==> src/sv/bsr_pkg.sv <==
// Package: command codes, register addresses, status and command structs, map codes.
`default_nettype none
package bsr_pkg;

	localparam int SIZE_W = 17;

	localparam logic REG_ROWS = 1'b0;
	localparam logic REG_COLS = 1'b1;

	localparam logic [1:0] MAP_BG   = 2'd0;
	localparam logic [1:0] MAP_SET  = 2'd1;
	localparam logic [1:0] MAP_SEEN = 2'd2;

	localparam logic [4:0] OP_IDLE      = 5'd0;
	localparam logic [4:0] OP_CLEAR     = 5'd1;
	localparam logic [4:0] OP_LOAD      = 5'd2;
	localparam logic [4:0] OP_LOAD_LAST = 5'd3;
	localparam logic [4:0] OP_SCAN_RD   = 5'd4;
	localparam logic [4:0] OP_SEED      = 5'd5;
	localparam logic [4:0] OP_SCAN_NEXT = 5'd6;
	localparam logic [4:0] OP_POP       = 5'd7;
	localparam logic [4:0] OP_POPW      = 5'd8;
	localparam logic [4:0] OP_NB_RD     = 5'd9;
	localparam logic [4:0] OP_NB_PUSH   = 5'd10;
	localparam logic [4:0] OP_NB_NEXT   = 5'd11;
	localparam logic [4:0] OP_RANK      = 5'd12;
	localparam logic [4:0] OP_RK_RDLAST = 5'd13;
	localparam logic [4:0] OP_RK_RD     = 5'd14;
	localparam logic [4:0] OP_RK_SHIFT  = 5'd15;
	localparam logic [4:0] OP_RK_PUT    = 5'd16;
	localparam logic [4:0] OP_EM_RD     = 5'd17;
	localparam logic [4:0] OP_EM_LOAD   = 5'd18;
	localparam logic [4:0] OP_EM_NONE   = 5'd19;
	localparam logic [4:0] OP_FINISH    = 5'd20;

	typedef struct packed {
		logic [4:0] op;
	} bsr_cmd_t;

	typedef struct packed {
		logic clr_done;
		logic map_set;
		logic scan_last;
		logic stack_empty;
		logic nb_ok;
		logic nb_last;
		logic rank_full;
		logic ri_zero;
		logic rk_less;
		logic rk_le_last;
		logic kept_zero;
		logic out_last;
	} bsr_sts_t;

endpackage
`default_nettype wire

==> src/sv/bsr_ctrl.sv <==
// Controller: sequences load, scan, flood fill, ranking, emission and clear.
`default_nettype none
module bsr_ctrl import bsr_pkg::*; (
	input  wire logic     clk,
	input  wire logic     arst_n,
	input  wire logic     pix_valid,
	output logic          pix_ready,
	input  wire logic     last_pixel,
	output logic          res_valid,
	input  wire logic     res_ready,
	input  wire bsr_sts_t sts,
	output bsr_cmd_t      cmd
);
	localparam logic [4:0] S_CLEAR   = 5'd0;
	localparam logic [4:0] S_LOAD    = 5'd1;
	localparam logic [4:0] S_SCAN    = 5'd2;
	localparam logic [4:0] S_SCANW   = 5'd3;
	localparam logic [4:0] S_ADV     = 5'd4;
	localparam logic [4:0] S_POP     = 5'd5;
	localparam logic [4:0] S_POPW    = 5'd6;
	localparam logic [4:0] S_NB      = 5'd7;
	localparam logic [4:0] S_NBW     = 5'd8;
	localparam logic [4:0] S_RANK    = 5'd9;
	localparam logic [4:0] S_RKLAST  = 5'd10;
	localparam logic [4:0] S_RKLASTW = 5'd11;
	localparam logic [4:0] S_RKSTEP  = 5'd12;
	localparam logic [4:0] S_RKW     = 5'd13;
	localparam logic [4:0] S_EMIT    = 5'd14;
	localparam logic [4:0] S_EMW     = 5'd15;
	localparam logic [4:0] S_OUT     = 5'd16;

	logic [4:0] state_q, state_nxt;

	always_ff @(posedge clk or negedge arst_n) begin
		if (!arst_n) begin
			state_q <= S_CLEAR;
		end else begin
			state_q <= state_nxt;
		end
	end

	always_comb begin
		state_nxt = state_q;
		cmd.op    = OP_IDLE;
		pix_ready = 1'b0;
		res_valid = 1'b0;
		unique case (state_q)
			S_CLEAR: begin
				cmd.op = OP_CLEAR;
				if (sts.clr_done) state_nxt = S_LOAD;
			end
			S_LOAD: begin
				pix_ready = 1'b1;
				if (pix_valid) begin
					if (last_pixel) begin
						cmd.op    = OP_LOAD_LAST;
						state_nxt = S_SCAN;
					end else begin
						cmd.op = OP_LOAD;
					end
				end
			end
			S_SCAN: begin
				cmd.op    = OP_SCAN_RD;
				state_nxt = S_SCANW;
			end
			S_SCANW: begin
				if (sts.map_set) begin
					cmd.op    = OP_SEED;
					state_nxt = S_POP;
				end else begin
					state_nxt = S_ADV;
				end
			end
			S_ADV: begin
				if (sts.scan_last) begin
					state_nxt = S_EMIT;
				end else begin
					cmd.op    = OP_SCAN_NEXT;
					state_nxt = S_SCAN;
				end
			end
			S_POP: begin
				if (sts.stack_empty) begin
					state_nxt = S_RANK;
				end else begin
					cmd.op    = OP_POP;
					state_nxt = S_POPW;
				end
			end
			S_POPW: begin
				cmd.op    = OP_POPW;
				state_nxt = S_NB;
			end
			S_NB: begin
				if (sts.nb_ok) begin
					cmd.op    = OP_NB_RD;
					state_nxt = S_NBW;
				end else begin
					cmd.op    = OP_NB_NEXT;
					state_nxt = sts.nb_last ? S_POP : S_NB;
				end
			end
			S_NBW: begin
				cmd.op    = sts.map_set ? OP_NB_PUSH : OP_NB_NEXT;
				state_nxt = sts.nb_last ? S_POP : S_NB;
			end
			S_RANK: begin
				cmd.op    = OP_RANK;
				state_nxt = sts.rank_full ? S_RKLAST : S_RKSTEP;
			end
			S_RKLAST: begin
				cmd.op    = OP_RK_RDLAST;
				state_nxt = S_RKLASTW;
			end
			S_RKLASTW: begin
				state_nxt = sts.rk_le_last ? S_ADV : S_RKSTEP;
			end
			S_RKSTEP: begin
				if (sts.ri_zero) begin
					cmd.op    = OP_RK_PUT;
					state_nxt = S_ADV;
				end else begin
					cmd.op    = OP_RK_RD;
					state_nxt = S_RKW;
				end
			end
			S_RKW: begin
				if (sts.rk_less) begin
					cmd.op    = OP_RK_SHIFT;
					state_nxt = S_RKSTEP;
				end else begin
					cmd.op    = OP_RK_PUT;
					state_nxt = S_ADV;
				end
			end
			S_EMIT: begin
				if (sts.kept_zero) begin
					cmd.op    = OP_EM_NONE;
					state_nxt = S_OUT;
				end else begin
					cmd.op    = OP_EM_RD;
					state_nxt = S_EMW;
				end
			end
			S_EMW: begin
				cmd.op    = OP_EM_LOAD;
				state_nxt = S_OUT;
			end
			S_OUT: begin
				res_valid = 1'b1;
				if (res_ready) begin
					if (sts.out_last) begin
						cmd.op    = OP_FINISH;
						state_nxt = S_CLEAR;
					end else begin
						state_nxt = S_EMIT;
					end
				end
			end
			default: state_nxt = S_CLEAR;
		endcase
	end
endmodule
`default_nettype wire

==> config.mk <==
export PLATFORM = sky130hd
export DESIGN_NAME = bsr_ctrl
export DESIGN_NICKNAME = d
export VERILOG_FILES = /design/src/sv/bsr_pkg.sv /design/src/sv/bsr_ctrl.sv
export SDC_FILE = /design/constraint.sdc
export NUM_CORES = 1
export LEC_CHECK = 0
export ABC_AREA = 1
export BUFFER_PORTS_ARGS = -buffer_cell sky130_fd_sc_hd__buf_2
export CORE_MARGIN = 3
export CORE_UTILIZATION = 25
export CTS_CLUSTER_DIAMETER = 60
export DETAILED_ROUTE_END_ITERATION = 6
export PLACE_DENSITY = 0.5
export SETUP_SLACK_MARGIN = 0.4
export SLEW_MARGIN = 10
export SYNTH_ARGS = -nofsm -noshare
export SYNTH_HDL_FRONTEND = slang
export SYNTH_SLANG_ARGS = --single-unit
==> constraint.sdc <==
create_clock -name clk -period 1.64 [get_ports clk]
set_input_delay 0.246 -clock clk [delete_from_list [all_inputs] [get_ports clk]]
set_output_delay 0.246 -clock clk [all_outputs]
set_load 0.02 [all_outputs]
* After elaboration in Yosys (flattened, before gate mapping)
Cells that the tools add are included.
** Word-level totals
- Bits of input ports :: 17
- Output and inout port bits :: 7
- Logic and storage cells :: 54
- Flip-flop bits (word level) :: 5
** Cells by class
- Mux-type cells :: 31
- Reductions and logical operators :: 2
- Eq/ne operators :: 20
** Operators by type and width (count)
- $pmux W5 S17 :: 1
- $pmux W5 S16 :: 1
- $mux W5 :: 9
- $eq A5 B4 Y1 const B :: 8
- $mux W4 :: 7
- $eq A5 B3 Y1 const B :: 4
- $mux W3 :: 4
- $eq A5 B2 Y1 const B :: 2
- $mux W2 :: 4
- $ne A2 B2 Y1 const B :: 4
- $eq A5 B1 Y1 const B :: 1
- $eq A5 B5 Y1 const B :: 1
- $logic_not A5 Y1 :: 1
- $mux W1 :: 5
- $reduce_and A4 Y1 :: 1

* Longest topological paths before layout
- Depth in word-level cells :: 3
- Gate-level depth with buffers :: 10

* Least setup slack after synthesis
No wires, ideal clock.
- Kind :: flip-flop to output port
- Start point :: reg state_q[0]
- End point :: out cmd[4] (netlist name)
- Arrival time :: 1409 ps
- Stages on the path, launching flop included :: 7
- Slack :: -15 ps
- Data required time :: 1394 ps
- Path through :: dfrtp_1 buf_6 nor2_2 nand3_1 inv_1 nand3_1 o2111ai_1
** RTL lines
- start, declared :: line bsr_ctrl.sv:32 : logic [4:0] state_q, state_nxt;
- start signal, assigned :: line bsr_ctrl.sv:38 : state_q <= state_nxt;
- end, declared :: line bsr_ctrl.sv:12 : output bsr_cmd_t cmd

==> flow_summary.ini <==
[layout]
largestRegisters = state_q (5)
design_area_mm2 = 0.00138
multi_input_area_um2 = 712
num_antenna_cells = 0
num-nets-final = 207
drive_gt1_share_pct = 57.7
largest_register_ffs = 5
fill_cells = 247
regArea_um2 = 130
layout_commonest_cell = nand2_1
finalCoreUtilization_pct = 53.0
final_cells = 219
top_register = state_q
mostFrequentLayoutCells = nand2_1 (27), buf_4 (19), inv_1 (18)
area.growth.synth_to_final_pct = 90.0

[setup_path]
arrival_ns = 1.59
crit_path_max_fanout = 5
ff2ff_setup_slack_ns = -0.04
critical_path.endpoint_type = output pin
r2r-end = state_q[0]
r2r-start = state_q[4]
critical_path_class = reg -> out
r2r_cells = 13
cp_data_required_time_ns = 1.39
crit_path_start_kind = register

[timing]
drv_slew = 0
fin_crit_ns = 1.83
skew_ns = 0.00762
relSlewSlack_pct = 85.1
tightest_slew_ns = 0.223
post-route-period-util_pct = 112
rsz0062_at_grt = true
hold_violations = 0
setup_violations = 9
fmax_ghz = 0.545
finalWorstSetupSlack_ns = -0.193

[power]
ir_worst_vdd_mv = 1.20
p_per_area_mw_per_mm2 = 1660
power_frac_comb_pct = 81.5
swShare_pct = 50.6
switchingPower_mw = 1.16
power.leakage_nw = 0.767
seq_power_share_pct = 12.1
power.internal_mw = 1.13
p_clk_share_pct = 6.4

[clock_tree]
clockBufferDepth = 2
cts_root_buf = clkbuf_4
cts_max_level = 1
worst_skew_pair.late_latency_ns = 0.25
clk_pin_slew_ns = 0.04
numCtsBuffers = 3
cts_tree = yes
cts.sinks = 5

[floorplan]
die_area_mm2 = 0.00360
die_y_um = 60.0
start_util_pct = 27.9
die_w_um = 60.0
num_rows = 18
pin_count = 24
core_area_mm2 = 0.00261

[placed_design]
portBuffers = 23
place_area_mm2 = 0.00100
pre_cts_slack_ns = 0.00913
gp_congestion = 0.945
dp.cells = 196
post-dp-hpwl_mm = 2.22

[global_route]
overflow = 0
grtUsageTotal_pct = 18.5
antenna_found_initial = 0
grt_pass1_wl_mm = 4.94
grt_max_degree = 12
grt_pass1_vias = 1083

[route]
detail-route-antenna-nets = 0
drcViolationCount = 0
wirelength_mm = 3.09
dr.pass1.iters = 4
wl_per_cell_um = 14.1
via_per_inst = 5.07
drtIter0Drc = 39
num_vias = 1111

[min_path]
min_from = res_ready
holdCritPathClass = in -> reg
min_to = state_q[4]
whs_path_depth = 2

[logic_synthesis]
synthCells = 137
netlist_area_um2 = 728
synth.avg_cell_area_um2 = 5.32
ys_ff_latch = 5
yosysSeqAreaShare_pct = 17.2
yosys_warnings = 0
synth_cell_types = 18
synth_nets = 154

[run_status]
violations = setup timing
status = finished with violations

[run]
drv_cap = 0
## worst max-delay path by stage
stage / startpoint / to / slack (ns) / cells past startpoint
floorplan: state_q[0] / cmd[2] / 0.21 / 6
global placement: state_q[0] / cmd[1] / -0.01 / 6
detailed placement: state_q[0] / cmd[1] / 0.009 / 6
CTS: state_q[1] / cmd[1] / -0.14 / 8
global route: state_q[0] / cmd[0] / -0.27 / 7
finish: state_q[0] / cmd[0] / -0.19 / 7
## synth_stat cells
cell	number	area, um^2
nor3_1	1	5.00
a21oi_1	1	5.00
dfrtp_1	5	125
o21ai_0	3	15.0
inv_1	23	86.3
buf_2	1	5.00
nand3_1	27	135
nand2_1	35	131
nor2_4	2	22.5
o22ai_1	1	6.26
nand3_2	1	10.0
nor2_2	2	12.5
nand4_1	7	43.8
inv_2	2	7.51
o2111ai_1	2	17.5
nor2_1	22	82.6
buf_6	1	11.3
or2_2	1	6.26
## cell families (layout without fill, tap and decap cells)
| logic type | count (synthesis) | after routing | synth area share [%] |
|---|---|---|---|
| AO/OA/AOI/OAI | 7 | 7 | 6.01 |
| buffers and inverters | 27 | 78 | 15.1 |
| flip-flops | 5 | 5 | 17.2 |
| AND/OR/NAND/NOR | 98 | 99 | 61.7 |
## metal layers
| layer | track usage, % | vias to the layer above | wire length (um) |
|---|---|---|---|
| li1 | - | 549 | - |
| met1 | 22.3 | 495 | 1260 |
| met2 | 32.7 | 55 | 1500 |
| met3 | 3.67 | 12 | 216 |
| met4 | 5.70 | 0 | 117 |
| met5 | 0 | - | 0 |
## per-stage QoR
stage	hold slack [ns]	setup TNS [ns]	power, mW
3_3_place_gp	0.0638	-0.0103	1.45
2_1_floorplan	-0.0496	0	1.08
4_1_cts	0.244	-0.626	2.10
5_1_grt	0.228	-1.66	2.46
6_report	0.241	-0.894	2.29
3_5_place_dp	0.0664	0	1.43
## area by class of cell
| cell class | count | area share, % |
|---|---|---|
| Sequential cell | 5 | 9.40 |
| Inverter | 25 | 6.96 |
| Clock buffer | 4 | 1.90 |
| Tap cell | 30 | 2.71 |
| Timing Repair Buffer | 49 | 27.6 |
| Multi-Input combinational cell | 106 | 51.4 |
## power groups by stage
stage,registers (mW),clock network (mW),logic [mW]
finish,0.277,0.148,1.87
global route,0.282,0.164,2.01
CTS,0.262,0.151,1.68
detailed placement,0.271,0,1.16
global placement,0.272,0,1.18
floorplan,0.233,0,0.851
## critical path: stages (launching register included)
cell       delay [ns]
dfrtp_2          0.44
buf_12           0.14
nor2_4           0.17
nand3_1          0.17
nand3_2          0.13
nor2_1           0.06
o2111ai_2        0.05
buf_4            0.17
## what timing repair did
item,in CTS,in global routing
buffers inserted,14,3
gates cloned,1,0
hold buffers,1,0
resized for setup,40,20
pin swaps,23,13
setup endpoints to repair,12,12
endpoints found under the hold margin,5,0
Power figures use the tool's default switching activity.
